**src/design/prf_pkg.sv**
```systemverilog
// Package for the prime range filter: controller state encoding and the
// command/status bundles between controller and datapath. No dependencies.
package prf_pkg;

  localparam int CFG_INDEX_W = 2;
  localparam logic [CFG_INDEX_W-1:0] REG_LOWER_BOUND = 2'd0;
  localparam logic [CFG_INDEX_W-1:0] REG_UPPER_BOUND = 2'd1;

  localparam longint RST_LOWER_BOUND = 100;
  localparam longint RST_UPPER_BOUND = 300;

  typedef enum logic [5:0] {
    ST_IDLE  = 6'b000001,
    ST_RANGE = 6'b000010,
    ST_CHECK = 6'b000100,
    ST_DIV   = 6'b001000,
    ST_STEP  = 6'b010000,
    ST_EMIT  = 6'b100000
  } state_t;

  typedef struct packed {
    logic load;
    logic div_start;
    logic div_step;
    logic next_div;
    logic emit;
  } cmd_t;

  typedef struct packed {
    logic in_range;
    logic sq_gt_n;
    logic div_last;
    logic rem_zero;
    logic out_free;
  } status_t;

endpackage

```
**src/design/prf_if.sv**
```systemverilog
// Valid/ready stream interfaces for the prime range filter channels.
// No dependencies.
interface prf_cand_if #(parameter int VALUE_WIDTH = 16) ();
  logic                   valid;
  logic                   ready;
  logic [VALUE_WIDTH-1:0] candidate;
  modport source (output valid, output candidate, input ready);
  modport sink   (input valid, input candidate, output ready);
endinterface

interface prf_prime_if #(parameter int VALUE_WIDTH = 16) ();
  logic                   valid;
  logic                   ready;
  logic [VALUE_WIDTH-1:0] prime_value;
  modport source (output valid, output prime_value, input ready);
  modport sink   (input valid, input prime_value, output ready);
endinterface

```
**src/design/prf_ctrl.sv**
```systemverilog
// Controller state machine for the prime range filter.
// Uses prf_pkg for state, command and status types.
module prf_ctrl (
  input  logic             clk,
  input  logic             rst,
  input  logic             in_valid,
  output logic             in_ready,
  input  prf_pkg::status_t status,
  output prf_pkg::cmd_t    cmd
);

  prf_pkg::state_t state, state_next;

  always_ff @(posedge clk) begin
    if (rst) begin
      state <= prf_pkg::ST_IDLE;
    end else begin
      state <= state_next;
    end
  end

  assign in_ready = (state == prf_pkg::ST_IDLE);

  always_comb begin
    state_next = state;
    cmd = '0;
    unique case (state)
      prf_pkg::ST_IDLE: begin
        if (in_valid) begin
          cmd.load = 1'b1;
          state_next = prf_pkg::ST_RANGE;
        end
      end
      prf_pkg::ST_RANGE: begin
        state_next = status.in_range ? prf_pkg::ST_CHECK : prf_pkg::ST_IDLE;
      end
      prf_pkg::ST_CHECK: begin
        if (status.sq_gt_n) begin
          state_next = prf_pkg::ST_EMIT;
        end else begin
          cmd.div_start = 1'b1;
          state_next = prf_pkg::ST_DIV;
        end
      end
      prf_pkg::ST_DIV: begin
        cmd.div_step = 1'b1;
        if (status.div_last) begin
          state_next = prf_pkg::ST_STEP;
        end
      end
      prf_pkg::ST_STEP: begin
        if (status.rem_zero) begin
          state_next = prf_pkg::ST_IDLE;
        end else begin
          cmd.next_div = 1'b1;
          state_next = prf_pkg::ST_CHECK;
        end
      end
      prf_pkg::ST_EMIT: begin
        if (status.out_free) begin
          cmd.emit = 1'b1;
          state_next = prf_pkg::ST_IDLE;
        end
      end
      default: begin
        state_next = prf_pkg::ST_IDLE;
      end
    endcase
  end

endmodule

```
**src/design/prf_datapath.sv**
```systemverilog
// Datapath for the prime range filter: candidate, trial divisor with running
// square, bit-serial remainder unit and output register. Uses prf_pkg.
module prf_datapath #(
  parameter int VALUE_WIDTH = 16
) (
  input  logic                   clk,
  input  logic                   rst,
  input  logic [VALUE_WIDTH-1:0] lower_bound,
  input  logic [VALUE_WIDTH-1:0] upper_bound,
  input  logic [VALUE_WIDTH-1:0] in_data,
  input  prf_pkg::cmd_t          cmd,
  output prf_pkg::status_t       status,
  output logic                   out_valid,
  input  logic                   out_ready,
  output logic [VALUE_WIDTH-1:0] out_data
);

  localparam int D_W   = (VALUE_WIDTH + 1) / 2 + 1;
  localparam int SQ_W  = VALUE_WIDTH + 2;
  localparam int CNT_W = $clog2(VALUE_WIDTH);

  logic [VALUE_WIDTH-1:0] n;
  logic [D_W-1:0]         div;
  logic [SQ_W-1:0]        sq;
  logic [D_W-1:0]         rem;
  logic [CNT_W-1:0]       cnt;

  logic [D_W:0] shifted;
  logic [D_W:0] diff;

  assign shifted = {rem, n[cnt]};
  assign diff    = shifted - {1'b0, div};

  always_ff @(posedge clk) begin
    if (cmd.load) begin
      n   <= in_data;
      div <= D_W'(2);
      sq  <= SQ_W'(4);
    end
    if (cmd.next_div) begin
      div <= div + D_W'(1);
      sq  <= sq + SQ_W'({div, 1'b1});
    end
    if (cmd.div_start) begin
      rem <= '0;
      cnt <= CNT_W'(VALUE_WIDTH - 1);
    end
    if (cmd.div_step) begin
      rem <= (shifted >= {1'b0, div}) ? diff[D_W-1:0] : shifted[D_W-1:0];
      cnt <= cnt - CNT_W'(1);
    end
  end

  always_ff @(posedge clk) begin
    if (rst) begin
      out_valid <= 1'b0;
    end else if (cmd.emit) begin
      out_valid <= 1'b1;
    end else if (out_ready) begin
      out_valid <= 1'b0;
    end
  end

  always_ff @(posedge clk) begin
    if (cmd.emit) begin
      out_data <= n;
    end
  end

  assign status.in_range = (n >= lower_bound) && (n <= upper_bound)
                           && (n >= VALUE_WIDTH'(2));
  assign status.sq_gt_n  = sq > SQ_W'(n);
  assign status.div_last = (cnt == '0);
  assign status.rem_zero = (rem == '0);
  assign status.out_free = !out_valid || out_ready;

endmodule

```
**src/design/prime_range_filter_top.sv**
```systemverilog
// Top level of the prime range filter: configuration registers, controller
// and datapath. Depends on prf_pkg, prf_if, prf_ctrl and prf_datapath.
//
//  port     | dir | beat content
//  ---------+-----+--------------------------------------------
//  cand     | in  | candidate, number to test
//  result   | out | prime_value, candidate that is prime and in range
//  cfg_*    | in  | write enable, register index, write data
//
// One candidate at a time. Each accepted candidate is range-checked, then
// divided in turn by each trial divisor d with d*d <= n until one divides
// it; a prime in range is then emitted. The bit-serial remainder unit takes
// one dividend bit per cycle.
// Reset (rst, synchronous) loads bounds 100 and 300 and empties the output.
// The output register holds a result while the next candidate is accepted;
// a new result waits in the controller until the register is free.
module prime_range_filter_top #(
  parameter int VALUE_WIDTH = 16
) (
  input  logic                             clk,
  input  logic                             rst,
  prf_cand_if.sink                         cand,
  prf_prime_if.source                      result,
  input  logic                             cfg_wr_en,
  input  logic [prf_pkg::CFG_INDEX_W-1:0]  cfg_index,
  input  logic [VALUE_WIDTH-1:0]           cfg_data
);

  localparam longint VAL_MAX = (longint'(1) << VALUE_WIDTH) - 1;
  localparam logic [VALUE_WIDTH-1:0] LOWER_RST =
    (prf_pkg::RST_LOWER_BOUND > VAL_MAX) ? '1 : VALUE_WIDTH'(prf_pkg::RST_LOWER_BOUND);
  localparam logic [VALUE_WIDTH-1:0] UPPER_RST =
    (prf_pkg::RST_UPPER_BOUND > VAL_MAX) ? '1 : VALUE_WIDTH'(prf_pkg::RST_UPPER_BOUND);

  logic [VALUE_WIDTH-1:0] lower_bound;
  logic [VALUE_WIDTH-1:0] upper_bound;

  prf_pkg::cmd_t    cmd;
  prf_pkg::status_t status;

  always_ff @(posedge clk) begin
    if (rst) begin
      lower_bound <= LOWER_RST;
      upper_bound <= UPPER_RST;
    end else if (cfg_wr_en) begin
      unique case (cfg_index)
        prf_pkg::REG_LOWER_BOUND: lower_bound <= cfg_data;
        prf_pkg::REG_UPPER_BOUND: upper_bound <= cfg_data;
        default: ;
      endcase
    end
  end

  prf_ctrl u_ctrl (
    .clk      (clk),
    .rst      (rst),
    .in_valid (cand.valid),
    .in_ready (cand.ready),
    .status   (status),
    .cmd      (cmd)
  );

  prf_datapath #(
    .VALUE_WIDTH (VALUE_WIDTH)
  ) u_datapath (
    .clk         (clk),
    .rst         (rst),
    .lower_bound (lower_bound),
    .upper_bound (upper_bound),
    .in_data     (cand.candidate),
    .cmd         (cmd),
    .status      (status),
    .out_valid   (result.valid),
    .out_ready   (result.ready),
    .out_data    (result.prime_value)
  );

  a_cmd_exclusive: assert property (@(posedge clk) disable iff (rst)
    $onehot0({cmd.load, cmd.div_start, cmd.div_step, cmd.next_div, cmd.emit}))
    else $error("controller issued overlapping commands");

  a_no_overwrite: assert property (@(posedge clk) disable iff (rst)
    cmd.emit |-> (!result.valid || result.ready))
    else $error("result register overwritten while a beat is pending");

  a_result_in_range: assert property (@(posedge clk) disable iff (rst)
    result.valid |-> (result.prime_value >= lower_bound)
                     && (result.prime_value <= upper_bound)
                     && (result.prime_value >= VALUE_WIDTH'(2)))
    else $error("emitted value outside configured range");

  a_load_when_idle: assert property (@(posedge clk) disable iff (rst)
    cmd.load |=> !cand.ready)
    else $error("controller took a beat while busy");

endmodule
```
**src/flat_wrapper.sv**
```systemverilog
// flat-port wrapper written by rule: the top's interface ports become plain ports
module prime_range_filter_top_flat 
#(
  parameter int VALUE_WIDTH = 16
)
  (clk, rst, cfg_wr_en, cfg_index, cfg_data, cand_valid, cand_candidate, cand_ready, result_valid, result_prime_value, result_ready);
  prf_cand_if #(.VALUE_WIDTH(VALUE_WIDTH)) cand_i ();
  prf_prime_if #(.VALUE_WIDTH(VALUE_WIDTH)) result_i ();
  input  logic clk;
  input  logic rst;
  input  logic cfg_wr_en;
  input  logic [prf_pkg::CFG_INDEX_W-1:0] cfg_index;
  input  logic [VALUE_WIDTH-1:0] cfg_data;
  input wire logic [$bits(cand_i.valid)-1:0] cand_valid;
  input wire logic [$bits(cand_i.candidate)-1:0] cand_candidate;
  output wire logic [$bits(cand_i.ready)-1:0] cand_ready;
  output wire logic [$bits(result_i.valid)-1:0] result_valid;
  output wire logic [$bits(result_i.prime_value)-1:0] result_prime_value;
  input wire logic [$bits(result_i.ready)-1:0] result_ready;
  assign cand_i.valid = cand_valid;
  assign cand_i.candidate = cand_candidate;
  assign cand_ready = cand_i.ready;
  assign result_valid = result_i.valid;
  assign result_prime_value = result_i.prime_value;
  assign result_i.ready = result_ready;
  prime_range_filter_top #(.VALUE_WIDTH(VALUE_WIDTH)) u_core (.clk(clk), .rst(rst), .cand(cand_i), .result(result_i), .cfg_wr_en(cfg_wr_en), .cfg_index(cfg_index), .cfg_data(cfg_data));
endmodule
```
**config.mk**
```make
export PLATFORM = sky130hd
export DESIGN_NAME = prime_range_filter_top_flat
export DESIGN_NICKNAME = d
export VERILOG_FILES = /design/src/design/prf_pkg.sv /design/src/design/prf_if.sv /design/src/design/prf_ctrl.sv /design/src/design/prf_datapath.sv /design/src/design/prime_range_filter_top.sv /design/src/flat_wrapper.sv
export SDC_FILE = /design/constraint.sdc
export NUM_CORES = 1
export LEC_CHECK = 0
export ABC_AREA = 1
export BUFFER_PORTS_ARGS = -buffer_cell sky130_fd_sc_hd__buf_4
export CORE_ASPECT_RATIO = 0.9
export CORE_MARGIN = 3
export CORE_UTILIZATION = 60
export CTS_CLUSTER_SIZE = 16
export DETAILED_ROUTE_END_ITERATION = 16
export MAX_ROUTING_LAYER = met4
export PLACE_DENSITY = 0.79
export SKIP_CTS_REPAIR_TIMING = 1
export SLEW_MARGIN = 30
export SYNTH_ARGS = -nofsm -noshare
export SYNTH_HDL_FRONTEND = slang
export SYNTH_HIERARCHICAL = 1
export SYNTH_SLANG_ARGS = --single-unit
```
**constraint.sdc**
```tcl
create_clock -name clk -period 5.05 [get_ports clk]
set_input_delay 0.2525 -clock clk [delete_from_list [all_inputs] [get_ports clk]]
set_output_delay 0.2525 -clock clk [all_outputs]
set_load 0.005 [all_outputs]
```
# Word-level counts from Yosys, hierarchy flattened

Index checks and enable logic that the tools add are counted.

Register bits: 111
Bits of input ports: 39
Output and inout port bits: 18
Logic and storage cells: 72

Add/subtract/negate cells: 4
$lt $le $gt $ge: 6
Equality and inequality tests: 10
Muxes and demuxes: 29
Reductions and logical operators: 13

Operators with widths:

| kind                                                       | count |
|---|---|
| 2-to-1 mux 9 bit                                           | 5 |
| 2-to-1 mux 18 bit                                          | 2 |
| one-hot mux 6 bit (6 select lines)                         | 1 |
| 2-to-1 mux 6 bit                                           | 4 |
| adder 18 x 10 -> 18 bit                                    | 1 |
| greater-than comparator 18 x 16 -> 1 bit                   | 1 |
| >= comparator 16 bit                                       | 1 |
| >= comparator 16 x 2 -> 1 bit, second input constant       | 1 |
| <= comparator 16 bit                                       | 1 |
| 2-to-1 mux 1 bit                                           | 12 |
| >= comparator 10 x 9 -> 1 bit                              | 1 |
| adder 9 x 1 -> 9 bit, second input constant                | 1 |
| zero test 9 bit                                            | 1 |
| subtractor 9 bit                                           | 1 |
| 2-to-1 mux 4 bit                                           | 2 |
| == test 6 x 1 -> 1 bit, second input constant              | 1 |
| == test 6 x 2 -> 1 bit, second input constant              | 1 |
| == test 6 x 3 -> 1 bit, second input constant              | 1 |
| == test 6 x 4 -> 1 bit, second input constant              | 1 |
| == test 6 x 5 -> 1 bit, second input constant              | 1 |
| == test 6 bit, second input constant                       | 1 |
| 2-to-1 mux 3 bit                                           | 2 |
| nonzero test 2 bit                                         | 3 |
| less-than comparator 4 x 5 -> 1 bit, second input constant | 1 |
| 12 further kinds                                           | 15 |

# Logic depth before layout (Yosys ltp)

Gate-level depths: netlist of run 1.

Depth after elaboration: 5
Gate-level depth with buffers: 21
Gate-level depth less buffers: 21

# Modules after synthesis

The synthesis of run 1 kept the hierarchy.

By module, submodules not included:

| module                 | instances | cells each | area an instance (um^2) | seq. area each (um^2) |
|---|---|---|---|---|
| prf_datapath           | 1         | 670        | 5,381.4                 | 2,182.1 |
| prime_range_filter_top | 1         | 195        | 1,330.0                 | 640.6 |
| prf_ctrl               | 1         | 60         | 377.9                   | 120.1 |

# Least setup slack after synthesis of run 1

Ideal clock, no wire load.

Kind: register -> register
Start: register u_core.u_datapath.cnt[0]
End: register u_core.u_datapath.rem[6], data pin
Setup time: 0.250 ns
Arrival: 2.178 ns
Data required time: 4.800 ns
Slack: 2.622 ns
Cell stages (with the launch flop): 20
Path buffers: 1
Period minus slack after synthesis: 2.428 ns
Path through: edfxtp_1 > buf_2 > o211ai_1 > nand2_1 > nor2_1 > nand2_1 > nand2_1 > inv_1 > ha_1 > fa_1 > inv_1 > nand3_1 > nand3_1 > nand2_1 > nand2_1 > nand2_1 > nand2_1 > nand2_1 > inv_1 > nor2_1

Longest elaborated chain between the ends: 5
Elaborated cells between the ends (all ways): 6
Classes of those cells: add/sub (1); order compare (1); mux (4)

Ends and longest elaborated chain:

| element                                                           | line                                   | source |
|---|---|---|
| from (decl)                                                       | prf_datapath.sv:26                     | `logic [CNT_W-1:0] cnt;` |
| from (signal assigned)                                            | prf_datapath.sv:46                     | `cnt <= CNT_W'(VALUE_WIDTH - 1);` |
| from (signal assigned)                                            | prf_datapath.sv:50                     | `cnt <= cnt - CNT_W'(1);` |
| binary-select mux 1 bit (select 4 bit) (*)                        | prf_datapath.sv:31                     | `assign shifted = {rem, n[cnt]};` |
| 2-to-1 mux 1 bit (implied by the code) (*)                        | prf_datapath.sv:31                     |  |
| subtractor 9 bit or >= comparator 10 x 9 -> 1 bit (tied branches) | prf_datapath.sv:32, prf_datapath.sv:49 |  |
| 2-to-1 mux 9 bit (*)                                              | prf_datapath.sv:49                     | `rem <= (shifted >= {1'b0, div}) ? diff[D_W-1:0] : shifted[D_W-1:0];` |
| 2-to-1 mux 9 bit (*)                                              | prf_datapath.sv:48                     | `if (cmd.div_step) begin` |
| to (signal assigned)                                              | prf_datapath.sv:49                     |  |
| to (decl)                                                         | prf_datapath.sv:25                     | `logic [D_W-1:0] rem;` |

Mark *: on every way between the ends. The rest lies on a longest branch, timed or not. The select of a mux whose other input is x is not followed.
A chain may end at the register's enable or synchronous reset.

# Worst setup path in the final report of run 1

Start: register u_core.u_datapath.cnt[0]
End: register u_core.u_datapath.rem[2], data pin

Same word-level chain as after synthesis.

==> impl_results.md, run 1 <==
- Outcome: complete, no violations
- Post-synth EDFFs: approximately 70
- GP Congestion: ~0.94
- Core ar.: roughly 11,000 um2
- Grt ovf: 0
- Arrival time at the worst endpoint: 2.95 ns
- Final Cell Area: approximately 8000 um2
- Num Clock Sinks: 111
- Max-Cap Viols: 0
- Pin count of the biggest net entering global routing: 36
- Die area: 13,200 um2
- Cells after DPL: between 1k and 1.5k
- Hold Crit Class: input pin to register
- Max_slew headroom: between 30% and 40%
- Crit path kind: register to register
- Crit-path max FO: 12
- Clock Skews: about 0.010 ns
- Setup_tns: 0 ns
- Distinct cell type count of the synthesized netlist: 36
- Clock insertion delay at the later pin of the skew report: between 0.3 and 0.4 ns
- Layout cells sized above 1: just under 10%
- Cell taking the most area after synthesis: edfxtp_1
- Synth top area cells: edfxtp_1 30%, ha_1 12%, nand2_1 11%
- Final slew viol count: 0
- Static leakage: roughly 3.8 nW
- Detailed Routing Iterations Pass 1: 5
- Worst R2R End: u_core/u_datapath/rem[2]
- Pwr dens: roughly 270 nW/um2
- Root Driver: clkbuf_16
- CP Launch Type: register
- Die H: ~110 um
- Yosys warns: 6
- Non-Filler Instances: between 1k and 1.5k
- N_diodes: 0
- Port bufs: 56
- Top cell type's share of synthesized area: 30.5%
- Routed WL: 15,300 um
- Critical path cell sequence: clkinv_1 -> a21oi_1 -> o21ai_0 -> nand3_1 -> nand2_1 -> nand2_1 -> inv_1 -> ha_1 -> fa_1 -> inv_1 -> nand3_2 -> nand3_4 -> nand2_1 -> nand2_1 -> nor2_1
- Worst path most repeated cell: nand2_1
- CP peak stage delay: about 0.53 ns
- WL per Instance: 13.4 um
- First-pass GRT wire length: between 20,000 and 30,000 um
- Residual DRC count: 0
- R2R Setup Slk: about 2.2 ns
- Vias per cell: 5.26
- R2R Path Start: u_core/u_datapath/cnt[0]
- Area Growth Syn to Fin: 12.3%
- RSZ-0062 raised after global routing: no
- TritonCTS Buffers: 9
- Crit path to: u_core/u_datapath/rem[2]
- Hold depth: 1
- CTS H-tree depth: 3
- Antenna Violating Nets Remaining: 0
- Initial antenna violation count: 0
- DRT iter0 DRCs: around 630
- CP delay by family, top: simple AND/OR/NAND/NOR gates
- Final nets: roughly 1.1k
- Max VDD drop: 0.234 mV
- Primary FF master, synth: edfxtp_1
- Post-Synthesis Cells: a little over 900
- Setup crit end kind: register
- Critical path's slowest cell: edfxtp_1
- Post-placement worst setup slack: 2.21 ns
- Setup violators final: 0
- Syn Nets: approximately 1.0k
- CP Depth: 15
- Count of final hold-check violations: 0
- Routed vias: 5,992
- Fill cells: slightly below 1k
- Number of global-route vias before repair: between 5k and 6k
- Setup ws final: approximately 2.2 ns
- F_max: approximately 350 MHz
- GRT Overall Usage: 24.7%
- Seq cells post-synth: between 100 and 150
- Buf/Inv on CP: 3
- Register area share after synthesis: approximately two fifths
- Syn avg cell area: ~7.7 um2
- Final Cycle Share: a little under three fifths
- Number of cell rows: 37
- Worst Max-Slew Pin Slew: 0.922 ns
- Clock-pin slew on the worst setup and hold paths: ~0.07 ns
- Async S/R FF share, synth: 0%
- Die width: ~120 um
- CTS tree: built
- Worst setup path start: u_core/u_datapath/cnt[0]
- Clock Path Buffers: 2
- Post-Syn Area: 7090 um2
- Final HPWL DP: 11,400 um
- Starting Density: 61.7%
- Placed Instance Area: around 7700 um2
- Worst R2R Path Depth: 15
- Top Ports: 57
- Crit path required time: slightly above 5 ns
- Crit path time final: about 2.8 ns
state kept, by name, indices dropped and copies added (netlist names):
signal,flops
u_core/u_datapath/out_data,16
u_core/lower_bound,16
u_core/u_ctrl/state,6
u_core/u_datapath/cnt,4
u_core/u_datapath/rem,9
u_core/u_datapath/div,9
u_core/u_datapath/n,16
u_core/u_datapath/sq,18
u_core/upper_bound,16
u_core/u_datapath/out_valid,1
worst min-delay path by stage:
stage | start | to | slack (ns)
floorplan | rst | u_core/u_ctrl/state[3] | 0.32
global placement | cand_candidate[13] | u_core/u_datapath/n[13] | 0.43
detailed placement | cand_candidate[11] | u_core/u_datapath/n[11] | 0.43
CTS | cand_candidate[13] | u_core/u_datapath/n[13] | 0.07
global route | cand_candidate[14] | u_core/u_datapath/n[14] | 0.06
finish | cand_candidate[13] | u_core/u_datapath/n[13] | 0.07
logic make-up (layout without fill, tap and decap cells):
logic type,count (synthesis),in the layout,synth area share [%]
AND/OR/NAND/NOR,457,457,28.0
buffers and inverters,180,238,9.80
flip-flops,111,111,41.5
AO/OA/AOI/OAI,103,103,7.64
adder cells (fa/ha/maj),70,70,12.6
XOR/XNOR,4,4,0.494
through the flow:
stage / hold WS, ns / util, % / total power, W
2_1_floorplan: 0.322 / - / 0.00131
4_1_cts: 0.0668 / 69.3 / 0.00214
3_5_place_dp: 0.432 / 66.7 / 0.00141
3_3_place_gp: 0.430 / 66.6 / 0.00140
6_report: 0.0750 / 69.3 / 0.00213
5_1_grt: 0.0593 / 69.3 / 0.00223
metal layers:
metal / part of all wire, % / GRT usage (%)
met1: 49 / 34.1
met3: 6.2 / 5.03
met2: 45 / 38.4
met4: 0.69 / 4.77
met5: 0 / -
where the power goes:
part,switching [W],internal (W)
clock network,0.000340,0.000391
logic,0.000212,0.000132
registers,0.0000430,0.00101
cell usage in the layout (no fill, tap or decap), types with 3 or more instances in the layout:
cell,count
nand3b_1,4
clkbuf_16,9
edfxtp_1,72
nor4_1,4
inv_1,157
nand3_2,3
nand2_1,214
clkinv_4,3
nor3_1,10
o21ai_0,25
ha_1,68
nand3_1,62
or2_2,5
nor2_1,118
o21a_1,4
nand4_1,24
nor2_4,3
inv_2,3
a21oi_1,68
clkinv_1,3
buf_4,59
dfxtp_1,39
cell usage after synthesis (3+ instances only):
master,instances
nor4_1,4
nand3_2,3
inv_1,158
nand3b_1,4
edfxtp_1,72
nor3_1,10
clkbuf_1,6
o21ai_0,25
nand4_1,24
o21a_1,4
or2_2,5
nor2_1,119
nand2_1,214
nand3_1,62
inv_2,3
ha_1,68
dfxtp_1,39
buf_2,9
a21oi_1,68
final cells by class:
type / instances / area (um2) / share of cell area, %
Multi-Input combinational cell: 634 / 3460 / 43.5
Sequential cell: 111 / 2940 / 37.0
Inverter: 163 / 612 / 7.69
Timing Repair Buffer: 59 / 443 / 5.57
Clock buffer: 9 / 225 / 2.83
Tap cell: 156 / 195 / 2.45
Clock inverter: 7 / 81.3 / 1.02
No activity file was read; power rests on OpenSTA's default activity.
==> run 2: changes to the inputs <==
- CORE_UTILIZATION: 60 -> 55
- PLACE_DENSITY: 0.79 -> 0.76
- clock period: 5.05 -> 2.3 ns (I/O delays scaled with it)
==> run 2 against run 1 <==
Compared with the run above:
- the flow now finishes with violations (hold timing, setup timing)
- sequential share of layout area is 3.3 points lower
- register-to-register slack lost 2.5 ns
- cell count rose by 6.9%
- worst hold slack got worse by 0.094 ns
- flip-flop and latch count did not move
- clock power increased by 110%
- non-clock buffer count up 74
- highest routed layer unchanged
- fmax up 10%
- global-route usage shrank 1.0 points
- sequential power increased by 120%
- die area up 8.6%
- critical path depth up 1
==> impl_results.md, run 2 (same netlist as run 1, synthesis figures left out) <==
- Metal2 WL: ~7700 um
- R2R Setup Slk: -0.29 ns
- Crit-path max FO: 6
- Max-Cap Viols: 0
- Reg with most FFs: u_core/u_datapath/sq
- Die area: 14,300 um2
- Worst R2R End: u_core/u_datapath/rem[3]
- Starting Density: a little under three fifths
- Worst R2R Path Depth: 16
- GRT Overall Usage: a little under a quarter
- CTS tree: built
- Final HPWL DP: between 10,000 and 15,000 um
- GP Congestion: a little under 0.9
- Final nets: approximately 1.2k
- Max VDD drop: ~0.56 mV
- Root Driver: clkbuf_16
- CP Depth: 16
- First-pass GRT wire length: approximately 27,000 um
- Routed vias: about 6.3k
- Crit path required time: 2.41 ns
- R2R Path Start: u_core/u_datapath/cnt[0]
- Layout cells sized above 1: ~17%
- Clock-pin slew on the worst setup and hold paths: about 0.080 ns
- Uppermost routed layer: met4
- Die H: 114 um
- Non-Filler Instances: around 1.2k
- Critical path's slowest cell: edfxtp_1
- Max_slew headroom: roughly 73%
- Routed WL: approximately 17,000 um
- Vias per cell: just over 5
- Worst setup path start: u_core/u_datapath/cnt[0]
- Die width: 126 um
- CTS H-tree depth: 3
- Setup violators final: 23
- Number of global-route vias before repair: roughly 5.6k
- Grt ovf: 0
- Core ar.: about 12,000 um2
- Final slew viol count: 0
- DRT iter0 DRCs: 545
- Arrival time at the worst endpoint: around 2.7 ns
- Number of cell rows: 38
- Worst Max-Slew Pin Slew: 0.402 ns
- Hold depth: 3
- Buf/Inv on CP: 5
- Failing checks: hold timing, setup timing
- Detailed Routing Iterations Pass 1: 5
- Pin count of the biggest net entering global routing: 36
- Max reg flops: 18
- CP Launch Type: register
- TritonCTS Buffers: 9
- Antenna Violating Nets Remaining: 0
- Initial antenna violation count: 0
- CP delay by family, top: simple AND/OR/NAND/NOR gates
- Num Clock Sinks: between 100 and 150
- CP peak stage delay: 0.44 ns
- Met1 wire length: ~8400 um
- Setup ws final: -0.287 ns
- WHS: -0.0191 ns
- Core Util, Final: a little under three quarters
- Clock Skews: about 0.012 ns
- Port bufs: 56
- Residual DRC count: 0
- Clock insertion delay at the later pin of the skew report: ~0.36 ns
- WL per Instance: between 10 and 15 um
- Hold EP: u_core/upper_bound[11]
- Count of final hold-check violations: 6
- Cells after DPL: 1,176
- Critical path cell sequence: buf_6 -> a21oi_1 -> o21ai_0 -> nand3_1 -> nand2_1 -> nand2_2 -> inv_2 -> ha_4 -> fa_2 -> inv_2 -> buf_4 -> nand3_4 -> nand3_2 -> nand2_1 -> inv_1 -> nor2_1
- Worst Hold Launch: cfg_data[11]
- Commonest cells after routing, fill and taps aside: 209 x nand2_1, 154 x inv_1, 113 x nor2_1
- Setup_tns: -3.83 ns
- Crit path time final: 2.59 ns
- Hold Crit Class: input pin to register
- Pwr dens: 543 nW/um2
- Commonest non-fill, non-tap cell in the layout: nand2_1
- N_diodes: 0
- Area Growth Syn to Fin: 23.3%
- Top Ports: 57
- Crit path kind: register to register
- Final Cycle Share: 112%
- Clock Path Buffers: 2
- F_max: approximately 390 MHz
- Met3 WL post-DR: 973 um
- Setup crit end kind: register
- RSZ-0062 raised after global routing: yes
- Static leakage: around 4.2 nW
- Outcome: finished, violations left
[run 2: cell count changes in the layout (fill, tap and decap cells not counted), moves of 5 or more]
cell / previous run / this run
a21oi_1: 68 / 63
a21oi_2: 1 / 6
buf_4: 59 / 105
buf_6: 0 / 7
dlygate4sd3_1: 0 / 19
inv_2: 3 / 8
nand2_1: 214 / 209
nand3_1: 62 / 56
nand3_2: 3 / 8
nor2_1: 118 / 113
nor2_2: 2 / 7
[run 2: worst max-delay path by stage]
| stage | slack (ns) | to |
|---|---|---|
| after detailed placement | -0.20 | u_core/u_datapath/rem[8] |
| after global routing | -0.39 | u_core/u_datapath/rem[6] |
| after floorplan | 0.0004 | u_core/u_datapath/rem[6] |
| after global placement | -0.11 | u_core/u_datapath/rem[6] |
| final | -0.29 | u_core/u_datapath/rem[3] |
| after CTS | -0.20 | u_core/u_datapath/rem[8] |
[run 2: cell type report]
class / count / area (um2)
multi-input combinational: 635 / 3630
fill: 971 / 3580
sequential: 111 / 2940
timing repair buffer: 133 / 1080
inverter: 163 / 612
clock buffer: 11 / 233
tap: 160 / 200
clock inverter: 5 / 42.5
[run 2: per-stage QoR]
step / area [um2] / hold WS [ns] / power [W] / worst slack [ns]
final: 8740 / -0.0191 / 0.00475 / -0.287
after global routing: 8740 / 0.000974 / 0.00499 / -0.395
after CTS: 8320 / -0.0790 / 0.00466 / -0.199
after detailed placement: 8050 / 0.294 / 0.00318 / -0.203
after global placement: 8050 / 0.294 / 0.00316 / -0.114
after floorplan: 7110 / 0.184 / 0.00287 / 0.000358
[run 2: where the power goes]
group	total [W]	leakage [nW]	switching (W)	internal, W
Clock	0.00150	0.131	0.000747	0.000749
Sequential	0.00229	0.990	0.0000698	0.00222
Combinational	0.000964	3.06	0.000555	0.000409
[run 2: worst min-delay path, delay by kind of cell]
family                 cells  cell delay (ns)
and+or+nand+nor            2             0.11
buffers and inverters      1             0.08
[run 2: per-layer routing]
| layer | GRT usage (%) | up-vias |
|---|---|---|
| li1 | - | 3261 |
| met1 | 33.8 | 2831 |
| met2 | 34.8 | 166 |
| met3 | 5.76 | 22 |
| met4 | 4.62 | 0 |
| met5 | - | - |
==> run 3: changes to the inputs <==
- CORE_UTILIZATION: 55 -> 60
- PLACE_DENSITY: 0.76 -> 0.79
- clock period: 2.3 -> 2.9 ns (I/O delays scaled with it)
==> run 3 against run 2 <==
Compared with the run above:
- the flow now finishes without violations
- sequential power fell by 20%
- utilization is 0.18 points higher
- global-route usage increased by 1.7 points
- sequential share of layout area up 2.4 points
- fmax is 3.4% lower
- combinational power decreased by 35%
- power decreased by 21%
- wire length down 9.9%
==> impl_results.md, run 3 (same netlist as run 1, synthesis figures left out) <==
- Outcome: complete, no violations
- GRT Overall Usage: roughly a quarter
- TritonCTS Buffers: 9
- Area Growth Syn to Fin: 15.2%
- N_diodes: 0
- Max reg flops: 18
- Die width: between 100 and 150 um
- Residual DRC count: 0
- Worst Max-Slew Pin Slew: between 0.8 and 0.9 ns
- Count of final hold-check violations: 0
- F_max: 373 MHz
- Worst R2R Path Depth: 15
- Final nets: around 1.1k
- Number of cell rows: 37
- Worst R2R End: u_core/u_datapath/rem[1]
- Worst setup path start: u_core/u_datapath/cnt[0]
- Layout cells sized above 1: 10.2%
- Setup crit end kind: register
- Core ar.: roughly 11,000 um2
- Setup violators final: 0
- Hold Crit Class: input pin to register
- Max_slew headroom: between 40 and 50%
- Clock Skews: roughly 0.006 ns
- Final slew viol count: 0
- GP Congestion: 0.938
- CTS H-tree depth: 3
- Num Clock Sinks: around 110
- Grt ovf: 0
- Crit-path max FO: 10
- Starting Density: 61.7%
- Static leakage: between 3 and 4 nW
- WHS: between 0.01 and 0.015 ns
- Top Ports: 57
- Max VDD drop: between 0.3 and 0.4 mV
- Port bufs: between 50 and 60
- Routed WL: 15,600 um
- Crit path required time: 3.01 ns
- Clock insertion delay at the later pin of the skew report: approximately 0.35 ns
- Crit path kind: register to register
- Number of global-route vias before repair: around 5.6k
- Arrival time at the worst endpoint: ~2.8 ns
- Placed Instance Area: between 7000 and 8000 um2
- WL per Instance: around 13 um
- Clock Path Buffers: 2
- Final HPWL DP: about 12,000 um
- Initial antenna violation count: 0
- Max-Cap Viols: 0
- Die H: between 100 and 150 um
- Vias per cell: ~5.2
- R2R Path Start: u_core/u_datapath/cnt[0]
- Pwr dens: 458 nW/um2
- Root Driver: clkbuf_16
- Final Cell Area: roughly 8200 um2
- DRT iter0 DRCs: roughly 570
- Pin count of the biggest net entering global routing: 36
- R2R Setup Slk: ~0.22 ns
- Die area: 13,200 um2
- Crit path to: u_core/u_datapath/rem[1]
- First-pass GRT wire length: roughly 26,000 um
- CP Launch Type: register
- Detailed Routing Iterations Pass 1: 6
- Antenna Violating Nets Remaining: 0
- Final Cycle Share: just over 90%
- Reg with most FFs: u_core/u_datapath/sq
- Commonest non-fill, non-tap cell in the layout: nand2_1
- Pwr Total: 0.00374 W
- Routed vias: roughly 6.1k
- Clock-pin slew on the worst setup and hold paths: about 0.070 ns
- CTS tree: built
- Crit path time final: 2.68 ns
- Commonest cells after routing, fill and taps aside: 214 x nand2_1, 157 x inv_1, 118 x nor2_1
- Fill cells: 925
==> run 3: how the worst min path moves through the flow <==
stage	startpoint	endpoint	slack [ns]	cells past startpoint
3_5_place_dp	cand_candidate[12]	u_core/u_datapath/n[12]	0.32	1
2_1_floorplan	rst	u_core/u_ctrl/state[3]	0.21	1
5_1_grt	rst	u_core/u_ctrl/state[4]	0.005	2
3_3_place_gp	cand_candidate[13]	u_core/u_datapath/n[13]	0.32	1
4_1_cts	cand_candidate[13]	u_core/u_datapath/n[13]	-0.04	1
6_report	rst	u_core/u_ctrl/state[4]	0.01	2
==> run 3: area by class of cell <==
type / instances / area [um2] / area share, %
Tap cell: 156 / 195 / 2.39
Clock buffer: 11 / 243 / 2.97
Clock inverter: 5 / 63.8 / 0.781
Sequential cell: 111 / 2940 / 36.0
Multi-Input combinational cell: 634 / 3460 / 42.4
Timing Repair Buffer: 81 / 648 / 7.94
Inverter: 163 / 616 / 7.54
==> run 3: worst max-delay path: stages (launching register included) <==
cell and delay (ns):
edfxtp_1 0.44, buf_4 0.18, o211ai_1 0.17, nand2_1 0.07, nor2_1 0.09, nand2_1 0.06
nand2_1 0.09, inv_1 0.05, ha_1 0.20, fa_1 0.41, inv_1 0.11, nand3_2 0.19
nand3_4 0.21, nand2_1 0.07, nand2_1 0.06, nor2_1 0.04
==> run 3: routing by layer <==
metal / GRT usage, % / vias to the layer above / part of all wire, %
met4: 8.17 / 0 / 2.3
met2: 37.6 / 188 / 43
met1: 35.5 / 2719 / 48
met5: - / - / 0
met3: 4.77 / 26 / 6.4
li1: - / 3157 / -
==> run 3: power by group <==
group	total, W	switching [W]	internal, W	leakage (nW)
Clock	0.00128	0.000580	0.000703	0.147
Sequential	0.00183	0.0000742	0.00176	0.990
Combinational	0.000623	0.000377	0.000246	2.78
==> run 3: per-stage QoR <==
stage / setup slack, ns / utilization (%) / TNS (ns) / instances
detailed placement: 0.166 / 66.8 / 0 / 1126
finish: 0.221 / 71.1 / 0 / 1161
global route: -0.0276 / 71.1 / -0.0341 / 1161
floorplan: 0.472 / - / 0 / 925
global placement: 0.227 / 66.8 / 0 / 1126
CTS: 0.151 / 69.5 / 0 / 1142
